[src/rtl/core/kau_pkg.sv]
// ---------------------------------------------------------------------------
// kau_pkg: shared types and constants of the k-means assign/update core
// Holds the item codes, field widths and the front-to-back command struct.
// ---------------------------------------------------------------------------
`default_nettype none
package kau_pkg;
  localparam int CLUSTERS_DEF = 8;
  localparam int FEATURES_DEF = 4;
  localparam int VAL_W   = 16;
  localparam int DIST_W  = 34;
  localparam int ACC_W   = 35;
  localparam int SUM_W   = 48;
  localparam int CNT_W   = 32;
  localparam int QUO_W   = 17;

  typedef enum logic [1:0] {
    KIND_LOAD   = 2'd0,
    KIND_POINT  = 2'd1,
    KIND_FINISH = 2'd2,
    KIND_NONE   = 2'd3
  } kind_t;

  typedef enum logic [2:0] {
    ST_IDLE,
    ST_DIST,
    ST_ACCUM,
    ST_FIN_SETUP,
    ST_FIN_DIV,
    ST_FIN_WRITE,
    ST_CLEAR
  } state_t;

  // One command handed from the front to the back.
  typedef struct packed {
    logic       is_point;
    logic [2:0] cluster;
    logic [1:0] feature;
    logic [15:0] value;
    logic       last;
  } cmd_t;
endpackage
`default_nettype wire

[src/rtl/core/kau_front.sv]
// ---------------------------------------------------------------------------
// kau_front: command intake
// Classifies items, drops unused kinds and queues the rest for the back end.
// ---------------------------------------------------------------------------
`default_nettype none
module kau_front import kau_pkg::*; (
  input  wire logic        clk,
  input  wire logic        rst_n,
  input  wire logic        start,
  output logic             busy,
  input  wire logic [1:0]  in_kind,
  input  wire logic [2:0]  in_cluster_index,
  input  wire logic [1:0]  in_feature_index,
  input  wire logic [15:0] in_feature_value,
  input  wire logic        in_last_feature,
  output logic             q_valid,
  output cmd_t             q_cmd,
  output logic             q_finish,
  input  wire logic        q_take,
  input  wire logic        back_idle
);
  // Two-entry queue.
  cmd_t       mem_r [2];
  logic       fin_r [2];
  logic       wp_r, wp_nxt, rp_r, rp_nxt;
  logic [1:0] cnt_r, cnt_nxt;
  logic       push;

  // The host waits while the queue is full; a finish also waits for the back end.
  assign busy = (cnt_r == 2'd2) || (in_kind == KIND_FINISH && (cnt_r != 2'd0 || !back_idle));
  assign push = start && !busy && (in_kind != KIND_NONE);
  assign q_valid  = (cnt_r != 2'd0);
  assign q_cmd    = mem_r[rp_r];
  assign q_finish = fin_r[rp_r];

  always_comb begin
    wp_nxt  = push ? ~wp_r : wp_r;
    rp_nxt  = q_take ? ~rp_r : rp_r;
    cnt_nxt = cnt_r + {1'b0, push} - {1'b0, q_take};
  end

  always_ff @(posedge clk) begin
    if (!rst_n) begin
      wp_r <= 1'b0; rp_r <= 1'b0; cnt_r <= 2'd0;
    end else begin
      wp_r <= wp_nxt; rp_r <= rp_nxt; cnt_r <= cnt_nxt;
    end
  end

  always_ff @(posedge clk) begin
    if (push) begin
      mem_r[wp_r] <= '{is_point: in_kind == KIND_POINT, cluster: in_cluster_index,
                       feature: in_feature_index, value: in_feature_value,
                       last: in_last_feature};
      fin_r[wp_r] <= (in_kind == KIND_FINISH);
    end
  end
endmodule
`default_nettype wire

[config.mk]
export PLATFORM = sky130hd
export DESIGN_NAME = kau_front
export DESIGN_NICKNAME = d
export VERILOG_FILES = /design/src/rtl/core/kau_pkg.sv /design/src/rtl/core/kau_front.sv
export SDC_FILE = /design/constraint.sdc
export NUM_CORES = 1
export LEC_CHECK = 0
export ABC_AREA = 1
export BUFFER_PORTS_ARGS = -buffer_cell sky130_fd_sc_hd__clkbuf_2
export CAP_MARGIN = 15
export CORE_ASPECT_RATIO = 1.25
export CORE_MARGIN = 3
export CORE_UTILIZATION = 40
export DETAILED_ROUTE_END_ITERATION = 10
export PLACE_DENSITY = 0.73
export SLEW_MARGIN = 10
export SYNTH_ARGS = -nofsm -noshare
export SYNTH_HDL_FRONTEND = slang
export SYNTH_SLANG_ARGS = --single-unit
[constraint.sdc]
create_clock -name clk -period 2.8 [get_ports clk]
set_clock_uncertainty 0.05 [all_clocks]
set_input_delay 0.14 -clock clk [delete_from_list [all_inputs] [get_ports clk]]
set_output_delay 0.14 -clock clk [all_outputs]
set_load 0.02 [all_outputs]
==> results of run 1 <==
[power groups by stage]
stage	Sequential (mW)	Clock, mW	Combinational (mW)
2_1_floorplan	0.960	0	0.206
3_3_place_gp	0.962	0	0.287
3_5_place_dp	0.964	0	0.293
4_1_cts	0.946	0.417	0.317
5_1_grt	0.951	0.453	0.338
6_report	0.945	0.399	0.309
[registers in the layout (all words and copies together), names as in the netlist, named ones only]
signal  count
fin_r       2
wp_r        1
mem_r      46
rp_r        1
cnt_r       2
[placed cells by master, fill, tap and decap left out, types with 4 or more instances in the layout]
cell,count
sky130_fd_sc_hd__inv_1,10
sky130_fd_sc_hd__buf_4,4
sky130_fd_sc_hd__clkbuf_8,5
sky130_fd_sc_hd__mux2_2,4
sky130_fd_sc_hd__nor2_1,5
sky130_fd_sc_hd__nand2_1,9
sky130_fd_sc_hd__dfxtp_1,5
sky130_fd_sc_hd__clkbuf_2,54
sky130_fd_sc_hd__mux2_4,20
sky130_fd_sc_hd__edfxtp_1,48
sky130_fd_sc_hd__dlygate4sd3_1,22
[Yosys cell counts]
library cell / count / area [um^2]
sky130_fd_sc_hd__nand4_2: 1 / 12.51
sky130_fd_sc_hd__o21ai_0: 1 / 5.000
sky130_fd_sc_hd__ha_1: 2 / 25.02
sky130_fd_sc_hd__xnor2_1: 1 / 8.760
sky130_fd_sc_hd__inv_1: 10 / 37.54
sky130_fd_sc_hd__a21oi_2: 1 / 8.760
sky130_fd_sc_hd__edfxtp_1: 48 / 1441
sky130_fd_sc_hd__nor2_2: 1 / 6.260
sky130_fd_sc_hd__a21oi_1: 1 / 5.000
sky130_fd_sc_hd__nand2_1: 9 / 33.78
sky130_fd_sc_hd__dfxtp_1: 5 / 100.1
sky130_fd_sc_hd__nor2_1: 6 / 22.52
sky130_fd_sc_hd__buf_12: 2 / 40.04
sky130_fd_sc_hd__mux2_2: 4 / 45.04
sky130_fd_sc_hd__buf_6: 1 / 11.26
sky130_fd_sc_hd__mux2_4: 20 / 300.3
sky130_fd_sc_hd__nand2_2: 1 / 6.260
sky130_fd_sc_hd__nand3_2: 1 / 10.01
[metal layers]
metal | wire length (um) | GRT usage (%) | share of wire [%]
met5 | 0 | 0 | 0
met4 | 59 | 4.615 | 1.8
met3 | 170 | 2.771 | 5.2
met2 | 1799 | 21.10 | 55
met1 | 1232 | 11.95 | 38
[path summary, 6_finish.rpt]
kind	startpoint	end	slack, ns	cells after the start
setup / recovery	cnt_r[0]	mem_r[0][8]	0.95	6
setup reg to reg	cnt_r[0]	mem_r[0][8]	0.95	6
hold / removal	rst_n	cnt_r[0]	0.04	3
hold reg to reg	cnt_r[1]	cnt_r[1]	0.45	2
[kinds of logic (layout without fill, tap and decap cells)]
family / after synthesis / after routing
muxes: 24 / 24
AOI/OAI and AO/OA: 3 / 3
and+or+nand+nor: 19 / 19
xor gates and xnor gates: 1 / 1
DFF: 53 / 53
adders and majority gates: 2 / 2
buffers and inverters: 13 / 98
[layout make-up]
type	instances	area [um^2]	share of cell area (%)
Clock buffer	6	72.57	2.638
Clock inverter	2	10.01	0.3638
Inverter	10	37.54	1.364
Multi-Input combinational cell	49	491.7	17.87
Sequential cell	53	1541	56.03
Tap cell	62	77.57	2.819
Timing Repair Buffer	80	520.5	18.92
[per-stage QoR]
step / cells / util (%) / hold slack (ns) / power [mW]
CTS: 261 / 53.58 / 0.002129 / 1.680
detailed placement: 232 / 47.86 / 0.2833 / 1.257
floorplan: 115 / - / 0.1835 / 1.166
global route: 262 / 53.78 / 0.05826 / 1.741
finish: 262 / 53.78 / 0.03598 / 1.652
global placement: 232 / 47.86 / 0.2827 / 1.249
[critical path: stages (launching register included)]
cell                      delay (ns)
sky130_fd_sc_hd__dfxtp_1        0.32
sky130_fd_sc_hd__inv_1          0.08
sky130_fd_sc_hd__nand2_1        0.07
sky130_fd_sc_hd__nand2_2        0.10
sky130_fd_sc_hd__nand3_2        0.09
sky130_fd_sc_hd__nor2_2         0.51
sky130_fd_sc_hd__buf_4          0.32
[timing repair]
item | CTS | global route
hold endpoints to repair | 41 | 2
setup buffers | 0 | 0
hold buffers | 21 | 1
==> metrics list, run 1 <==
- The run finished with clean final reports.
* Placed Instance Area: 0.002449 mm^2
* VDD IR-drop max: about 0.34 mV
* Initial Utilization: around two fifths
* Via total after detailed routing: ~1,200
- Port bufs: 54
- Die Ht: between 80 and 90 um
* Routed wire length: between 3000 and 4000 um
* Master cell of the clock root buffer: sky130_fd_sc_hd__clkbuf_8
* Type of origin of the critical path: flip-flop
* Total Nets Final: 230
- Share of total power in combinational logic: between 10% and 20%
- Switching power of the nets: around 410 uW
- Post-synthesis compound-gate area fraction: less than 1%
* CTS tree: done
- The first global-routing pass estimated 5354 um of wire.
- Iteration count of the initial detailed-routing pass: 3
* Growth of design area from synthesis to finish: 29.81%
- Die W: just over 70 um
- Dominant combinational cell family by area after synthesis: multiplexers
- Transition time at the pin with the least slew margin: around 0.63 ns
- The internal power of the cells totals 1.243 mW.
* Shortest clock period the worst path allows after layout: between 1.5 and 2 ns
- Synthesized instance count: about 120
- Fill cells: 438
* Count of pins on the block boundary: 55
- Of the total synthesized cell area, the portion taken by full adders, half adders and majority gates is 1.181%.
- Max-cap violations: 0
* Sequential-to-total area share from yosys stat: roughly 73%
- The repair_antennas step left the layout with diodes totalling 0.
- Fraction of final layout cells with drive strength greater than 1: 47.50%
- Entering global routing, the biggest net connects 16 pins.
- CTS clk-pin slew, worst paths: about 0.080 ns
- Mux contribution to synthesized area: roughly 16%
- For this design the static power due to leakage is ~1.2 nW.
* Number of cells upsized or downsized after cts: 0
- Worst path arrival time: between 1.5 and 2 ns
* Vias/cell: between 4 and 5
* DR WL/cell: approximately 12 um
* Worst min path class: in2reg
- Tcrit/Tclk final: between 60 and 70%
- For this run, design rule violations remaining after detail routing come to 0.
* Number of antenna violations at the first check in global routing: 0
- The congestion estimate from routability-driven global placement came to approximately 0.69.
* Count of endpoints failing setup in the final report: 0
* Power share of the sequential group: 57.2%
* Num rows: 29
- Net switching is 24.78% of the power.
- Total nets after synthesis: approximately 150
- Headroom to the max-slew limit: approximately 58%
* Flip-flop and latch count after synthesis: 53
- Count of antenna-violating nets left after detailed routing: 0
* Ratio of total power to cell area: approximately 600 mW/mm^2
- Parity-gate share of the synthesized area counting xor and xnor cells: 0.4132%
- The number of hold-slack violations in the final timing report came to 0.
- Finished Cell Area: around 0.0028 mm^2
- The die covers 0.006214 mm^2.
* Source-to-sink clock delay at the later pin of the worst-skew pair: between 0.2 and 0.3 ns
* Clock network fraction of total power: 24.1%
* Syn_area_per_cell: 18.43 um^2
- Along the worst path, the maximum fanout reaches 13.
- Detailed placement finished with a half-perimeter wire length of ~2300 um.
- For the final routed database, the setup TNS stands at 0 ns.
- In this run the number of H-tree levels came out at 2.
- STA puts the critical path data required time at 2.75 ns.
* Total global routing track utilization: between 10% and 20%
* Count of routing violations after the opening detailed-route iteration: 32
* Max clock buf depth: 2
- Netlist Area Pre-Place: 0.002120 mm^2
* Simple-gate share of the synthesized area: between 4 and 5%
- Number of distinct library cell variants in the gate-level netlist after synthesis: 18
- Worst Setup Slack, final: between 0.9 and 1 ns
* Kind of end point of the critical path: flip-flop
- Number of pins with negative max-slew slack in the final report: 0
- # clock sinks: 53
- Global route total overflow: 0
* Total clock buffers created by CTS: 5
- The core region is between 0.005 and 0.006 mm^2.
* Unrepaired setup endpoints after global routing: false
- CP Class: reg2reg
- Yosys printed 0 warnings.
- F_max: roughly 540 MHz
- Prior to clock tree synthesis, the placed netlist has a worst setup slack of a little under 0.9 ns.
- The via count of the first global-routing pass is 1,187.
(Power assumes the default switching activity.)
==> run 2: changes to the inputs <==
- PLACE_DENSITY: 0.73 -> 0.76
- clock period: 2.8 -> 1.63 ns (I/O delays scaled with it)
==> metrics list, run 2 (synthesized netlist as in run 1, its figures left out) <==
- The DRC violation count after routing is 0 (unchanged).
- Initial Utilization: 41.43% (unchanged)
- Via total after detailed routing: 1,196 (was 1,150)
- The number of hold-slack violations in the final timing report came to 0 (unchanged).
* Source-to-sink clock delay at the later pin of the worst-skew pair: 0.29 ns (about the same)
* Master cell of the clock root buffer: sky130_fd_sc_hd__clkbuf_8 (unchanged)
- Highest-count cells in the layout ignoring fill and taps: sky130_fd_sc_hd__clkbuf_2, sky130_fd_sc_hd__edfxtp_1, sky130_fd_sc_hd__dlygate4sd3_1 (unchanged)
- The number of flip-flops under the largest register name came to 46 (unchanged).
- Die W: 71.11 um (unchanged)
* # clock sinks: 53 (unchanged)
* First-pass GRT wire length: 5513 um (was 5354 um)
- DIE AREA: 0.006214 mm^2 (unchanged)
- Weighted congestion reported at the end of routability-driven placement: 0.6782 (was 0.6907)
- Antenna cells: 0 (unchanged)
- The maximum vdd drop is 0.5509 mV (was 0.3404 mV).
- Max-cap violations: 0 (unchanged)
- Headroom to the max-slew limit: 85.84% (was 57.65%)
- The total iterations of the first detailed-routing run came to 4 (was 3).
- Max clock buf depth: 2 (unchanged)
- Routed wire length: 3448 um (was 3262 um)
- F_max: 636.4 MHz (was 541.9 MHz)
- Outcome: finished, final reports clean (unchanged)
- Library cell appearing most often on the critical path: sky130_fd_sc_hd__inv_2
- The largest net degree at the start of global routing is 17 (was 16).
- The reg-to-reg setup timing slack is 0.06 ns (was 0.95 ns).
- Post-DP HPWL: 2393 um (was 2310 um)
* Level count of the clock H-tree: 2 (unchanged)
* Total clock buffers created by CTS: 5 (unchanged)
* Largest fanout on the critical path: 3 (was 13)
- Leak: 1.206 nW (was 1.160 nW)
- Total Nets Final: 236 (was 230)
- DR WL/cell: 12.87 um (was 12.45 um)
* Tcrit/Tclk final: 96.41% (was 65.91%)
- The slowest stage cell on the critical path is sky130_fd_sc_hd__dfxtp_2 (was sky130_fd_sc_hd__nor2_2).
- The combined global-route utilization of all metal layers is 11.81% (was 11.26%).
- Fraction of final layout cells with drive strength greater than 1: 51.94% (was 47.50%)
- The number of buffers inserted by port buffering is 54 (unchanged).
- Growth of design area from synthesis to finish: 36.13% (was 29.81%)
* CTS clk-pin slew, worst paths: 0.08 ns (about the same)
* Kind of end point of the critical path: flip-flop (unchanged)
* Via count of the first global-routing pass: 1,246 (was 1,187)
- Type of origin of the critical path: flip-flop (unchanged)
* Ratio of total power to cell area: 1007 mW/mm^2 (was 600.5 mW/mm^2)
- The final setup violation count was 0 (unchanged).
- CTS tree: done (unchanged)
- The overall power is 2.905 mW (was 1.652 mW).
- The worst hold-check path type was in2reg (unchanged).
* CP Class: reg2reg (unchanged)
* Count of pins on the block boundary: 55 (unchanged)
- The remaining antenna violation count after routing is 0 (unchanged).
- Worst-path cell chain: inv_2 -> nand2_2 -> nand2_4 -> nand3_4 -> ha_4 -> inv_2 -> ha_2 -> xnor2_2 -> o21ai_1 -> a21oi_1 (was inv_1 -> nand2_1 -> nand2_2 -> nand3_2 -> nor2_2 -> buf_4).
- The chip height came to 87.39 um (unchanged).
* Num rows: 29 (unchanged)
- The largest register by flop count is mem_r (unchanged).
- The placed cell count was 235 (was 232).
* Number of pins with negative max-slew slack in the final report: 0 (unchanged)
- The DRC violation total after the first TritonRoute iteration came to 24 (was 32).
- The placeable core region is 0.005116 mm^2 (unchanged).
* Vias/cell: 4.463 (was 4.389)
- Number of standard cells in the final layout excluding fillers: 268 (was 262)
* Number of antenna violations at the first check in global routing: 0 (unchanged)
* Transition time at the pin with the least slew margin: 0.2124 ns (was 0.6346 ns)
* Worst EP required: 1.77 ns (was 2.75 ns)
* Commonest non-fill, non-tap cell in the layout: sky130_fd_sc_hd__clkbuf_2 (unchanged)
* Global route total overflow: 0 (unchanged)
- The minimum clock period is 1.571 ns (was 1.845 ns).
- The worst hold slack across all endpoints was 0.06077 ns (was 0.03598 ns).
* Largest stage delay on the critical path: 0.33 ns (was 0.51 ns)
- Leading registers by flop count: mem_r (46), cnt_r (2), fin_r (2) (unchanged)
- The arrival time reported for the critical path endpoint was 1.71 ns (was 1.79 ns).
-- run 2: cell count changes in the layout (fill, tap and decap cells not counted), sizes merged --
cell         delta
buf             +5
clkinv          +1
dlygate4sd3     +1
clkbuf          -1
-- run 2: worst paths after layout --
check,endpoint,cells past startpoint,start
worst max register to register,cnt_r[1],10,cnt_r[0]
worst min-delay path,mem_r[0][22],2,in_kind[1]
worst min register to register,flip-flop,2,rp_r
worst max-delay path,cnt_r[1],10,cnt_r[0]
-- run 2: routing by layer --
| layer | vias up | track usage [%] | part of all wire [%] |
|---|---|---|---|
| met4 | 0 | 4.615 | 1.8 |
| met5 | - | 0 | 0 |
| met2 | 30 | 22.53 | 56 |
| met1 | 565 | 11.59 | 37 |
| li1 | 595 | - | - |
| met3 | 6 | 3.926 | 5.5 |
-- run 2: timing repair --
| action | 4_1_cts | 5_1_grt |
|---|---|---|
| setup endpoints to repair | 1 | 3 |
| pin swaps | 0 | 2 |
| buffers inserted | 0 | 2 |
| endpoints found under the hold margin | 46 | 0 |
| hold buffers | 23 | 0 |
| resized for setup | 1 | 11 |
-- run 2: worst max-delay path, delay by kind of cell, from the launching register on --
family / cells / cell delay (ns)
AO/OA/AOI/OAI: 2 / 0.18
buffers and inverters: 2 / 0.10
flip-flops: 1 / 0.33
XOR/XNOR: 1 / 0.13
AND/OR/NAND/NOR: 3 / 0.22
adder cells (fa/ha/maj): 2 / 0.45
-- run 2: layout make-up --
type / count / area (um^2)
fill: 412 / 2231
sequential: 53 / 1543
timing repair buffer: 86 / 609.3
multi-input combinational: 49 / 536.8
tap: 62 / 77.57
clock buffer: 5 / 68.82
inverter: 10 / 37.54
clock inverter: 3 / 12.51
-- run 2: through the flow --
step	cell area, um^2	worst slack, ns	setup TNS [ns]	util [%]
2_1_floorplan	2127	0.05797	0	-
3_3_place_gp	2514	0.06367	0	49.13
3_5_place_dp	2514	0.009892	0	49.13
4_1_cts	2825	0.01060	0	55.22
5_1_grt	2885	-0.03158	-0.03158	56.40
6_report	2885	0.05859	0	56.40
-- run 2: report_power, final --
group,leakage (nW),total [mW],switching (mW),internal (mW)
sequential,0.484,1.63,0.0336,1.60
combinational,0.679,0.614,0.315,0.299
clock,0.0430,0.662,0.373,0.289
